===== src/snit_pkg.sv =====
`timescale 1ns / 1ps

package snit_pkg;

  localparam int DEPTH      = 16;
  localparam int NAME_BYTES = 40;
  localparam int NAME_WORDS = 5;
  localparam int WORD_W     = 64;
  localparam int NAME_W     = NAME_WORDS * WORD_W;
  localparam int POS_W      = 6;
  localparam int CNT_W      = $clog2(DEPTH + 1);

  typedef logic [NAME_W-1:0] name_t;  // word 0 in the top bits

  typedef enum logic [1:0] {
    CMD_INSERT = 2'd0,
    CMD_LIST   = 2'd1,
    CMD_CLEAR  = 2'd2,
    CMD_NOP    = 2'd3
  } cmd_e;

  typedef enum logic [1:0] {
    STAT_OK      = 2'd0,
    STAT_EMPTY   = 2'd1,
    STAT_FULL    = 2'd2,
    STAT_CLEARED = 2'd3
  } stat_e;

  // Per-cell control broadcast from the sequencer.
  typedef struct packed {
    logic insert;  // open a slot at the boundary and shift the tail down
    logic rotate;  // move every entry one place toward cell 0
  } cell_ctrl_t;

  // Keeps the leading bytes of word w that lie below NAME_BYTES.
  function automatic logic [WORD_W-1:0] word_mask(input int w);
    int k;
    logic [WORD_W-1:0] m;
    k = NAME_BYTES - 8 * w;
    m = '0;
    for (int b = 0; b < 8; b++) begin
      if (b < k) begin
        m[WORD_W-1-8*b -: 8] = 8'hFF;
      end
    end
    return m;
  endfunction

  function automatic name_t name_mask();
    name_t m;
    m = '0;
    for (int w = 0; w < NAME_WORDS; w++) begin
      m[NAME_W-1-WORD_W*w -: WORD_W] = word_mask(w);
    end
    return m;
  endfunction

  localparam name_t NAME_MASK = name_mask();

endpackage


===== src/snit_cell.sv =====
`timescale 1ns / 1ps

module snit_cell
  import snit_pkg::*;
(
  input  logic       clk_i,
  input  cell_ctrl_t ctrl_i,
  input  logic       occupied_i,   // this cell holds a live entry
  input  logic       wrap_i,       // last live cell: takes the head on rotate
  input  logic       prev_lt_i,    // upper neighbor is smaller than the new word
  input  name_t      new_name_i,
  input  name_t      prev_name_i,
  input  name_t      next_name_i,
  input  name_t      head_name_i,
  output name_t      name_o,
  output logic       lt_o
);

  name_t name_q, name_d;

  assign lt_o   = occupied_i && (name_q < new_name_i);
  assign name_o = name_q;

  always_comb begin
    name_d = name_q;
    if (ctrl_i.insert && !lt_o) begin
      name_d = prev_lt_i ? new_name_i : prev_name_i;
    end else if (ctrl_i.rotate) begin
      name_d = wrap_i ? head_name_i : next_name_i;
    end
  end

  always_ff @(posedge clk_i) begin
    name_q <= name_d;
  end

endmodule


===== config.mk =====
export PLATFORM = sky130hd
export DESIGN_NAME = snit_cell
export DESIGN_NICKNAME = d
export VERILOG_FILES = /design/src/snit_pkg.sv /design/src/snit_cell.sv
export SDC_FILE = /design/constraint.sdc
export NUM_CORES = 1
export LEC_CHECK = 0
export BUFFER_PORTS_ARGS = -buffer_cell sky130_fd_sc_hd__buf_2
export CAP_MARGIN = 0
export CORE_AREA = 2 2 635 637
export DETAILED_ROUTE_END_ITERATION = 8
export DIE_AREA = 0 0 637 639
export PLACE_DENSITY_LB_ADDON = 0.3
export SYNTH_ARGS = -nofsm -noshare
export SYNTH_HDL_FRONTEND = slang
export SYNTH_SLANG_ARGS = --single-unit
export TNS_END_PERCENT = 100

===== constraint.sdc =====
create_clock -name clk_i -period 11 [get_ports clk_i]
set_clock_uncertainty 0.2 [all_clocks]
set_input_delay 1.65 -clock clk_i [delete_from_list [all_inputs] [get_ports clk_i]]
set_output_delay 1.65 -clock clk_i [all_outputs]
set_load 0.005 [all_outputs]

==> results of run 1 <==
-- per-layer routing --
layer	GRT usage (%)	share of wire [%]	vias to the layer above
met4	3.87	3.6	312
met1	14.6	31	13500
met2	28.6	50	2096
met3	10.4	15	1164
li1	-	-	12800
met5	0	0.63	-
-- power by group --
part / switching, W / internal, W
registers: 0.000148 / 0.00157
logic: 0.000991 / 0.000706
clock network: 0.000769 / 0.000906
-- Yosys cell counts, types with 15 or more instances --
master / number
mux2i_1: 960
inv_1: 327
edfxtp_1: 320
ha_1: 319
a21oi_1: 114
clkbuf_1: 72
nand2_1: 70
nand4_1: 57
o21ai_0: 54
a21o_1: 41
buf_12: 31
nor2_1: 27
nand3_1: 22
a211oi_1: 15
-- area by class of cell --
| cell class | count | area share, % |
|---|---|---|
| Antenna cell | 138 | 0.778 |
| Clock buffer | 64 | 3.03 |
| Clock inverter | 28 | 0.454 |
| Inverter | 327 | 2.77 |
| Multi-Input combinational cell | 1785 | 37.4 |
| Sequential cell | 320 | 21.7 |
| Tap cell | 5287 | 14.9 |
| Timing Repair Buffer | 1648 | 19.0 |
-- logic make-up after synthesis --
logic type                 Yosys count  synth area share, %
and+or+nand+nor                    235                 4.49
DFF                                320                 34.0
buffers and inverters              435                 7.66
AOI/OAI and AO/OA                  271                 5.80
muxes                              960                 34.0
adders and majority gates          319                 14.1
-- worst reg2reg max path: stages, from the launching register on --
cell,delay (ns)
edfxtp_1,0.48
ha_1,0.34
nand4_1,0.57
nor4_2,0.66
and2_1,0.22
nand2_1,0.24
nor3_1,0.52
nand4_1,0.23
o221ai_1,0.52
o21a_4,0.52
buf_4,0.78
buf_4,0.91
mux2i_1,0.28
-- through the flow --
stage          util (%)  hold WS [ns]  total power, W  std cells  cell area (um^2)
2_1_floorplan         -          1.26         0.00249       2540             28300
3_5_place_dp       10.6          1.75         0.00348       9367             42500
6_report           11.1          1.08         0.00509       9597             44400
4_1_cts            11.0         0.965         0.00523       9459             44000
5_1_grt            11.0          1.04         0.00536       9529             44200
3_3_place_gp       10.6          1.71         0.00348       9366             42500
-- cell usage in the layout (no fill, tap or decap), types with 7 or more instances in the layout --
master	instances
buf_2	1604
mux2i_1	960
inv_1	327
edfxtp_1	320
ha_1	319
diode_2	138
a21oi_1	114
nand2_1	70
nand4_1	57
clkbuf_16	52
o21ai_0	51
a21o_1	41
buf_4	36
nor2_1	27
nand3_1	22
a211oi_1	14
clkinv_1	14
clkbuf_1	12
nor3_1	10
a221oi_1	9
nor4_2	8
nor4_1	7
o21a_1	7
-- worst paths after layout --
| check | start | endpoint | slack (ns) | depth (start not counted) |
|---|---|---|---|---|
| setup / recovery | new_name_i[7] | lt_o | 3.44 | 13 |
| hold / removal | head_name_i[242] | name_o[242]$_DFFE_PP_ | 1.08 | 3 |
| setup reg to reg | name_o[306]$_DFFE_PP_ | name_o[39]$_DFFE_PP_ | 4.22 | 12 |
| hold reg to reg | name_o[226]$_DFFE_PP_ | name_o[119]$_DFFE_PP_ | 1.74 | 9 |
==> impl_table.tex, run 1 <==
\begin{tabular}{lr}
\hline
Metric & Value \\
\hline
\multicolumn{2}{l}{\textbf{Status}} \\
\quad Run status & finished clean \\
\multicolumn{2}{l}{\textbf{Timing}} \\
\quad Hold Fails Final Rpt & 0 \\
\quad Ratio of final minimum period to clock period & 68.7\% \\
\quad Setup Total Neg Slack & 0 ns \\
\quad Final number of setup-violating endpoints & 0 \\
\quad Unrepaired setup endpoints after global routing & false \\
\quad Slew at the pin closest to its max-slew limit & 1.13 ns \\
\quad Slew HR & 22.8\% \\
\quad Worst setup slack after layout & 3.44 ns \\
\quad Final-report max-slew violation count & 0 \\
\quad Time the worst path needs with I/O delays and setup & 7.56 ns \\
\quad Fmax achieved & 132 MHz \\
\multicolumn{2}{l}{\textbf{Placement}} \\
\quad HPWL after DPL & 308000 um \\
\quad Global placer's final weighted congestion & 0.953 \\
\quad Worst Setup Slack post-DPL & 2.53 ns \\
\quad \# port buffers & 1606 \\
\multicolumn{2}{l}{\textbf{Final layout}} \\
\quad Flip-flop count of the largest register, all copies and words added & 320 \\
\quad Area delta synth->final & 56.8\% \\
\quad Area occupied by registers & 9610 um\^{}2 \\
\quad Fill cell instance count of the final layout & 46.4k \\
\quad Total Nets Final & 5739 \\
\quad Share of final-layout standard cells stronger than drive strength 1 & 41.5\% \\
\quad Total area of multi-input combinational cells & 16600 um\^{}2 \\
\multicolumn{2}{l}{\textbf{Floorplanning}} \\
\quad Number of placement rows & 233 \\
\quad Die span in x & 637 um \\
\quad Vertical die dimension & 639 um \\
\quad Die area & 407000 um\^{}2 \\
\quad Core Area & 401000 um\^{}2 \\
\quad Starting density of the core & 7.06\% \\
\quad I/O Pins & 1607 \\
\multicolumn{2}{l}{\textbf{Route}} \\
\quad Number of vias per cell after detailed routing & 3.12 \\
\quad Number of nets with antenna violations after detailed routing & 0 \\
\quad Number of iterations in the first detailed-routing pass & 5 \\
\quad Iter 0 DRT Violations & 1872 \\
\quad Routed wire length & 335000 um \\
\quad Wire length per cell & 34.9 um \\
\quad Residual DRC count & 0 \\
\quad Via total after detailed routing & 29.9k \\
\multicolumn{2}{l}{\textbf{Logic synthesis}} \\
\quad Flip-flop and latch count after synthesis & 320 \\
\quad Syn\_area\_per\_cell & 11.1 um\^{}2 \\
\quad Post-synthesis instance area & 28300 um\^{}2 \\
\quad Post-synthesis cell count & 2540 \\
\quad Share of synthesized area occupied by flip-flops and latches & 34.0\% \\
\quad Async S/R FF share, synth & 0\% \\
\quad Flip-flop cell with the highest count after synthesis & edfxtp\_1 \\
\quad Total number of yosys warnings & 0 \\
\quad Dominant cells by area after synthesis & edfxtp\_1, mux2i\_1, ha\_1 \\
\quad Yosys top cell area share & 34.0\% \\
\quad Nets in the synthesized netlist & 4145 \\
\quad Distinct cells, synth & 51 \\
\quad Number of enable flip-flop cells after synthesis & 320 \\
\quad Area leader, netlist & edfxtp\_1 \\
\multicolumn{2}{l}{\textbf{Worst setup path}} \\
\quad Sort of element at the start of the critical path & input pin \\
\quad Worst path cell trace & buf\_2 -> inv\_1 -> ha\_1 -> a21oi\_1 -> o21ai\_0 -> a221oi\_1 -> a211oi\_1 -> buf\_4 -> nor4\_2 -> a211oi\_1 -> o31a\_1 -> nor2\_1 -> buf\_2 \\
\quad Standard cell with the maximum stage delay on the critical path & nor4\_2 \\
\quad Required @ worst endpoint & 9.15 ns \\
\quad Critical path arrival & 5.71 ns \\
\quad CP endpoint kind & output port \\
\quad Worst setup path class & in2out \\
\quad Critical path fanouts, max & 3 \\
\quad Buffers plus inverters on the worst setup path & 4 \\
\quad Largest delay share family, worst path & compound AO/OA/AOI/OAI gates \\
\quad Delay of the slowest cell on the worst path & 0.97 ns \\
\multicolumn{2}{l}{\textbf{CTS}} \\
\quad Max Buffers Root-to-Sink & 3 \\
\quad H-tree depth & 2 \\
\quad Root Driver & clkbuf\_16 \\
\quad Count of clock tree sinks & 320 \\
\quad Clock insertion delay at the later pin of the skew report & 0.74 ns \\
\quad Post-CTS setup buffer count & 0 \\
\quad Resize count post-CTS & 0 \\
\quad CTS tree & done \\
\quad Cts bufs inserted & 52 \\
\quad Post-CTS clock slew at the launch and capture registers of the worst setup and hold paths & 0.06 ns \\
\quad Hold buffers post-CTS & 0 \\
\multicolumn{2}{l}{\textbf{Worst hold path}} \\
\quad Type of the most critical hold path & in2reg \\
\multicolumn{2}{l}{\textbf{Global routing}} \\
\quad Pin count of the biggest net entering global routing & 107 \\
\quad Vias in the first global route & 28.5k \\
\quad Global-route congestion overflow total & 0 \\
\quad Number of antenna violations at the first check in global routing & 525 \\
\quad Wire length of the first global-routing pass & 395000 um \\
\quad Total routing usage reported by global routing & 15.8\% \\
\multicolumn{2}{l}{\textbf{Power}} \\
\quad Max VDD drop & 0.120 mV \\
\quad Pleak & 21.0 nW \\
\quad Power per unit of standard cell area & 115 nW/um\^{}2 \\
\multicolumn{2}{l}{\textbf{Job}} \\
\quad MaxCap Viol Count & 0 \\
\hline
\end{tabular}
(Power assumes the default switching activity.)
==> run 2, diff against run 1 <==
Clock period 11 ns to 6.8 ns, I/O delays scaled along.
==> run 2 against run 1 <==
Sequential share of layout area is 0.29 points lower. Sequential cell count stayed put. Count of clock-buffer cells in the layout is 4 lower. Worst setup slack worse by 2.5 ns. First-iteration DRC count is 17% higher. Critical endpoint unchanged. Highest routed layer unchanged.
==> impl_table.tex, run 2 (same netlist as run 1, synthesis figures left out) <==
\begin{tabular}{lr}
\hline
Metric & Value \\
\hline
\multicolumn{2}{l}{\textbf{Worst setup path}} \\
\quad CP endpoint kind & output port \\
\quad Delay of the slowest cell on the worst path & 0.77 ns (-0.20 ns) \\
\quad Worst path cell trace & ha\_1 -> nand4\_2 -> nor4\_2 -> nand3\_2 -> or4\_1 -> a211oi\_1 -> o31a\_1 -> nor2\_1 -> buf\_2 \\
\quad Critical path fanouts, max & 4 (+1) \\
\quad Register-to-register path setup slack & 1.47 ns (-2.75 ns) \\
\quad Standard cell with the maximum stage delay on the critical path & nor4\_2 \\
\quad Buffers plus inverters on the worst setup path & 1 (-3) \\
\quad Required @ worst endpoint & 5.58 ns (-3.57 ns) \\
\quad Critical path arrival & 4.68 ns (-1.03 ns) \\
\quad Sort of element at the start of the critical path & flop \\
\quad Largest delay share family, worst path & simple AND/OR/NAND/NOR gates \\
\quad Worst setup path class & reg2out \\
\multicolumn{2}{l}{\textbf{Route}} \\
\quad Wire length per cell & 35.3 um (+1.1\%) \\
\quad Routed wire length & 342000 um (+2.1\%) \\
\quad Number of nets with antenna violations after detailed routing & 0 (unchanged) \\
\quad Via total after detailed routing & 30.5k (+1.8\%) \\
\quad Number of iterations in the first detailed-routing pass & 5 (unchanged) \\
\quad Residual DRC count & 0 (unchanged) \\
\quad Iter 0 DRT Violations & 2192 (+17\%) \\
\quad Number of vias per cell after detailed routing & 3.15 (+0.86\%) \\
\multicolumn{2}{l}{\textbf{Floorplanning}} \\
\quad I/O Pins & 1607 (unchanged) \\
\quad Vertical die dimension & 639 um (unchanged) \\
\quad Starting density of the core & 7.06\% (unchanged) \\
\quad Number of placement rows & 233 (unchanged) \\
\quad Die span in x & 637 um (unchanged) \\
\quad Core Area & 401000 um\^{}2 (unchanged) \\
\quad Die area & 407000 um\^{}2 (unchanged) \\
\multicolumn{2}{l}{\textbf{Final layout}} \\
\quad Total Nets Final & 5777 (+0.66\%) \\
\quad Fill cell instance count of the final layout & 46.4k (+0.017\%) \\
\quad Area occupied by registers & 9610 um\^{}2 (unchanged) \\
\quad Number of cells in the finished layout apart from fillers & 9689 (+0.96\%) \\
\quad Commonest non-fill, non-tap cell in the layout & buf\_2 \\
\quad Area delta synth->final & 59.0\% \\
\quad Most frequent cells in the layout & buf\_2, mux2i\_1, inv\_1, edfxtp\_1, ha\_1 \\
\quad Share of final-layout standard cells stronger than drive strength 1 & 42.1\% (+0.55 points) \\
\quad Total area of multi-input combinational cells & 16600 um\^{}2 (about the same) \\
\quad Flip-flop count of the largest register, all copies and words added & 320 (unchanged) \\
\multicolumn{2}{l}{\textbf{Timing}} \\
\quad Setup Total Neg Slack & 0 ns (unchanged) \\
\quad Ratio of final minimum period to clock period & 86.8\% \\
\quad Fmax achieved & 169 MHz \\
\quad Slew HR & 36.0\% (+13 points) \\
\quad Hold Fails Final Rpt & 0 (unchanged) \\
\quad Slew at the pin closest to its max-slew limit & 0.960 ns (-0.166 ns) \\
\quad Final-report max-slew violation count & 0 (unchanged) \\
\quad Final number of setup-violating endpoints & 0 (unchanged) \\
\quad Time the worst path needs with I/O delays and setup & 5.90 ns \\
\quad Unrepaired setup endpoints after global routing & false \\
\multicolumn{2}{l}{\textbf{CTS}} \\
\quad Post-CTS setup buffer count & 0 (unchanged) \\
\quad CTS tree & done \\
\quad Clock insertion delay at the later pin of the skew report & 0.73 ns (about the same) \\
\quad Hold buffers post-CTS & 0 (unchanged) \\
\quad H-tree depth & 2 (unchanged) \\
\quad Root Driver & clkbuf\_16 \\
\quad Cts bufs inserted & 49 (-5.8\%) \\
\quad Count of clock tree sinks & 320 (unchanged) \\
\quad Post-CTS clock slew at the launch and capture registers of the worst setup and hold paths & 0.06 ns (about the same) \\
\quad Max Buffers Root-to-Sink & 3 (unchanged) \\
\quad Resize count post-CTS & 0 (unchanged) \\
\multicolumn{2}{l}{\textbf{Global routing}} \\
\quad Vias in the first global route & 28.6k (+0.44\%) \\
\quad Total routing usage reported by global routing & 16.2\% (+0.34 points) \\
\quad Number of antenna violations at the first check in global routing & 544 (+3.6\%) \\
\quad Wire length of the first global-routing pass & 403000 um (+1.9\%) \\
\quad Global-route congestion overflow total & 0 (unchanged) \\
\quad Pin count of the biggest net entering global routing & 93 (-13\%) \\
\multicolumn{2}{l}{\textbf{Power}} \\
\quad Max VDD drop & 0.180 mV (+50\%) \\
\quad Total power draw & 0.00818 W (+61\%) \\
\quad Pleak & 21.3 nW (+1.2\%) \\
\quad Power per unit of standard cell area & 182 nW/um\^{}2 (+59\%) \\
\multicolumn{2}{l}{\textbf{Placement}} \\
\quad \# port buffers & 1606 (unchanged) \\
\quad HPWL after DPL & 317000 um (+3.0\%) \\
\quad Global placer's final weighted congestion & 0.917 (-3.9\%) \\
\quad Placed insts & 9408 (+0.44\%) \\
\multicolumn{2}{l}{\textbf{Status}} \\
\quad Run status & finished clean \\
\multicolumn{2}{l}{\textbf{Job}} \\
\quad MaxCap Viol Count & 0 (unchanged) \\
\multicolumn{2}{l}{\textbf{Worst hold path}} \\
\quad Type of the most critical hold path & in2reg \\
\hline
\end{tabular}
==> run 2: worst reg2reg max path, stage by stage (launching register included) <==
cell and delay (ns):
edfxtp_1 0.48, ha_1 0.35, nand4_2 0.31, nor4_2 0.79, nand3_2 0.39, or4_1 0.63, a211oi_1 0.37, o31a_1 0.35
o21a_4 0.22, buf_12 0.28, buf_4 0.52, mux2i_1 0.14
==> run 2: path summary, 6_finish.rpt <==
path / depth (start not counted) / start / endpoint
min: 3 / head_name_i[246] / name_o[246]$_DFFE_PP_
max: 9 / name_o[159]$_DFFE_PP_ / lt_o
min reg2reg: 8 / name_o[167]$_DFFE_PP_ / name_o[231]$_DFFE_PP_
max reg2reg: 11 / name_o[159]$_DFFE_PP_ / name_o[82]$_DFFE_PP_
==> run 2: layout make-up <==
class | instances | share of cell area (%)
Tap cell | 5287 | 14.7
Antenna cell | 192 | 1.07
Clock buffer | 60 | 2.87
Timing Repair Buffer | 1689 | 20.0
Inverter | 327 | 2.73
Sequential cell | 320 | 21.4
Multi-Input combinational cell | 1785 | 36.8
Clock inverter | 29 | 0.409
==> run 2: metal layers <==
layer / track usage, % / vias up / part of all wire (%)
met3: 11.1 / 1227 / 15
met2: 28.9 / 2111 / 49
li1: - / 13000 / -
met5: 0 / - / 0.58
met4: 3.76 / 296 / 3.9
met1: 14.9 / 13900 / 31
==> run 2: through the flow <==
step / area (um^2) / setup slack, ns / utilization (%) / hold slack, ns
after global placement: 43000 / 0.505 / 10.7 / 1.18
after floorplan: 28300 / 0.583 / - / 1.09
final: 45000 / 0.896 / 11.2 / 0.456
after CTS: 44500 / 0.439 / 11.1 / 0.344
after global routing: 44700 / 0.456 / 11.1 / 0.402
after detailed placement: 43000 / 0.434 / 10.7 / 1.19
==> run 2: report_power, final <==
group          internal (W)  switching [W]  total, W  leakage (nW)
clock network       0.00137        0.00119   0.00257         0.721
logic               0.00118        0.00163   0.00282          17.4
registers           0.00253       0.000263   0.00280          3.22
total               0.00509        0.00309   0.00818          21.3
==> run 3, diff against run 2 <==
Settings changed: ABC_AREA set to 0, CORE_AREA 2 2 635 637 to 2 2 620 622, DIE_AREA 0 0 637 639 to 0 0 622 624.
==> run 3 against run 2 <==
Worst setup slack got worse by 0.34 ns. Clock power increased by 12%. Sequential cell count unchanged. Sequential share of layout area increased by 0.22 points.
==> impl_table.tex, run 3 (same netlist as run 1, synthesis figures left out) <==
\begin{tabular}{lr}
\hline
Metric & Value \\
\hline
\multicolumn{2}{l}{\textbf{Status}} \\
\quad Run status & finished clean \\
\multicolumn{2}{l}{\textbf{CTS}} \\
\quad CTS tree & done \\
\quad Clock insertion delay at the later pin of the skew report & 0.75 ns (+0.02 ns) \\
\quad Count of clock tree sinks & 320 (unchanged) \\
\quad Root Driver & clkbuf\_16 \\
\quad Post-CTS clock slew at the launch and capture registers of the worst setup and hold paths & 0.08 ns (+0.02 ns) \\
\quad Cts bufs inserted & 53 (+8.2\%) \\
\quad H-tree depth & 2 (unchanged) \\
\quad Max Buffers Root-to-Sink & 3 (unchanged) \\
\multicolumn{2}{l}{\textbf{Floorplanning}} \\
\quad Core Area & 381000 um\^{}2 (-4.9\%) \\
\quad Number of placement rows & 227 (-2.6\%) \\
\quad Starting density of the core & 7.42\% (+0.36 points) \\
\quad Die span in x & 622 um (-2.4\%) \\
\quad Vertical die dimension & 624 um (-2.3\%) \\
\quad I/O Pins & 1607 (unchanged) \\
\quad Die area & 388000 um\^{}2 (-4.6\%) \\
\multicolumn{2}{l}{\textbf{Global routing}} \\
\quad Global-route congestion overflow total & 0 (unchanged) \\
\quad Vias in the first global route & 30.3k (+5.9\%) \\
\quad Number of antenna violations at the first check in global routing & 472 (-13\%) \\
\quad Pin count of the biggest net entering global routing & 101 (+8.6\%) \\
\quad Total routing usage reported by global routing & 16.5\% (+0.37 points) \\
\quad Wire length of the first global-routing pass & 400000 um (-0.72\%) \\
\multicolumn{2}{l}{\textbf{Final layout}} \\
\quad Number of cells in the finished layout apart from fillers & 9374 (-3.3\%) \\
\quad Most frequent cells in the layout & buf\_2, mux2i\_1, inv\_1, edfxtp\_1, ha\_1 \\
\quad End-of-flow core utilization & 11.7\% (+0.46 points) \\
\quad Commonest non-fill, non-tap cell in the layout & buf\_2 \\
\quad Area of all placed cells without fillers & 44500 um\^{}2 (-1.0\%) \\
\quad Flip-flop count of the largest register, all copies and words added & 320 (unchanged) \\
\quad Share of final-layout standard cells stronger than drive strength 1 & 42.1\% (+0.071 points) \\
\quad Area delta synth->final & 57.4\% \\
\quad Total Nets Final & 5770 (-0.12\%) \\
\multicolumn{2}{l}{\textbf{Worst setup path}} \\
\quad Critical path fanouts, max & 3 (-1) \\
\quad Largest delay share family, worst path & simple AND/OR/NAND/NOR gates \\
\quad Buffers plus inverters on the worst setup path & 1 (unchanged) \\
\quad Required @ worst endpoint & 5.58 ns (about the same) \\
\quad Standard cell with the maximum stage delay on the critical path & o221ai\_2 \\
\quad Worst path cell trace & ha\_1 -> nand4\_1 -> nor4\_2 -> and2\_1 -> nand2\_1 -> nor3\_2 -> nand4\_1 -> o221ai\_2 -> nor2\_1 -> buf\_2 \\
\quad Sort of element at the start of the critical path & flop \\
\quad Delay of the slowest cell on the worst path & 0.65 ns (-0.12 ns) \\
\quad Critical path arrival & 5.02 ns (+0.34 ns) \\
\quad Worst setup path class & reg2out \\
\quad Most numerous cell on the critical path & nand4\_1 \\
\quad CP endpoint kind & output port \\
\multicolumn{2}{l}{\textbf{Placement}} \\
\quad Placed insts & 9148 (-2.8\%) \\
\quad Worst Setup Slack post-DPL & -0.599 ns (-1.03 ns) \\
\quad Placed cell area & 42500 um\^{}2 (-1.2\%) \\
\quad Global placer's final weighted congestion & 1.03 (+12\%) \\
\quad HPWL after DPL & 306000 um (-3.5\%) \\
\quad \# port buffers & 1606 (unchanged) \\
\multicolumn{2}{l}{\textbf{Power}} \\
\quad Pleak & 21.3 nW (about the same) \\
\quad Switching share of power & 38.0\% (+0.30 points) \\
\quad Relative contribution of the clock network to total power & 33.6\% (+2.2 points) \\
\quad Sequential fraction of design power & 33.0\% (-1.2 points) \\
\quad Comb power frac & 33.3\% (-1.1 points) \\
\quad Max VDD drop & 0.186 mV (+3.3\%) \\
\quad Cell-internal power & 0.00528 W (+3.7\%) \\
\quad Net switching power & 0.00324 W (+5.0\%) \\
\quad Power per unit of standard cell area & 192 nW/um\^{}2 (+5.3\%) \\
\multicolumn{2}{l}{\textbf{Timing}} \\
\quad Final-report max-slew violation count & 0 (unchanged) \\
\quad Hold Fails Final Rpt & 0 (unchanged) \\
\quad Slew at the pin closest to its max-slew limit & 1.16 ns (+0.196 ns) \\
\quad Time the worst path needs with I/O delays and setup & 6.24 ns (+0.336 ns) \\
\quad Final number of setup-violating endpoints & 0 (unchanged) \\
\quad Slew HR & 20.7\% (-15 points) \\
\quad Worst setup slack after layout & 0.559 ns (-0.336 ns) \\
\quad Ratio of final minimum period to clock period & 91.8\% (+4.9 points) \\
\quad Unrepaired setup endpoints after global routing & false \\
\quad Fmax achieved & 160 MHz (-5.4\%) \\
\multicolumn{2}{l}{\textbf{Route}} \\
\quad Via total after detailed routing & 30.7k (+0.59\%) \\
\quad Wire length per cell & 35.6 um (+0.84\%) \\
\quad Routed wire length & 334000 um (-2.4\%) \\
\quad Number of nets with antenna violations after detailed routing & 0 (unchanged) \\
\quad Number of vias per cell after detailed routing & 3.27 (+4.0\%) \\
\quad Residual DRC count & 0 (unchanged) \\
\quad Iter 0 DRT Violations & 2130 (-2.8\%) \\
\quad Number of iterations in the first detailed-routing pass & 5 (unchanged) \\
\multicolumn{2}{l}{\textbf{Worst hold path}} \\
\quad Type of the most critical hold path & in2reg \\
\multicolumn{2}{l}{\textbf{Job}} \\
\quad MaxCap Viol Count & 0 (unchanged) \\
\hline
\end{tabular}
## run 3: what timing repair did
item	in CTS	in global routing
gates resized for setup	2	0
setup endpoints to repair	8	0
hold buffers	0	0
setup buffers	0	0
## run 3: power groups by stage
stage	registers [W]	logic [W]	clock network, W
4_1_cts	0.00282	0.00291	0.00301
2_1_floorplan	0.00274	0.00128	0
6_report	0.00282	0.00284	0.00287
3_3_place_gp	0.00286	0.00287	0
5_1_grt	0.00283	0.00309	0.00305
3_5_place_dp	0.00286	0.00290	0
## run 3: metrics by stage
stage	power, W	setup TNS (ns)	hold slack (ns)
6_report	0.00853	0	0.442
5_1_grt	0.00897	0	0.394
4_1_cts	0.00875	0	0.325
3_5_place_dp	0.00575	-150.33	1.19
3_3_place_gp	0.00574	-146.72	1.18
2_1_floorplan	0.00402	0	1.09
## run 3: worst paths after layout
path                                             from                     to  slack, ns  cells past startpoint
worst min register to register  name_o[295]$_DFFE_PP_  name_o[238]$_DFFE_PP_       1.68                      9
worst max-delay path            name_o[307]$_DFFE_PP_                   lt_o       0.56                     10
worst max register to register  name_o[307]$_DFFE_PP_  name_o[199]$_DFFE_PP_       0.89                     12
worst min-delay path                 next_name_i[121]  name_o[121]$_DFFE_PP_       0.44                      3
## run 3: per-layer routing
layer,part of all wire (%),track usage [%]
met1,34,16.7
met2,49,29.7
met4,3.7,4.19
met5,0.50,0
met3,12,8.52
## run 3: area by class of cell
cell class / instances / area [um^2]
antenna: 126 / 315
clock buffer: 61 / 1360
clock inverter: 39 / 352
fill: 44100 / 337000
inverter: 327 / 1230
multi-input combinational: 1785 / 16600
sequential: 320 / 9610
tap: 5038 / 6300
timing repair buffer: 1678 / 8780
## run 3: worst register-to-register path: cells and delay by family (launching register included)
| kind | cells | cell delay [ns] |
|---|---|---|
| AO/OA/AOI/OAI | 2 | 0.94 |
| adder cells (fa/ha/maj) | 1 | 0.38 |
| buffers and inverters | 2 | 1.04 |
| flip-flops | 1 | 0.53 |
| multiplexers | 1 | 0.24 |
| AND/OR/NAND/NOR | 6 | 2.31 |
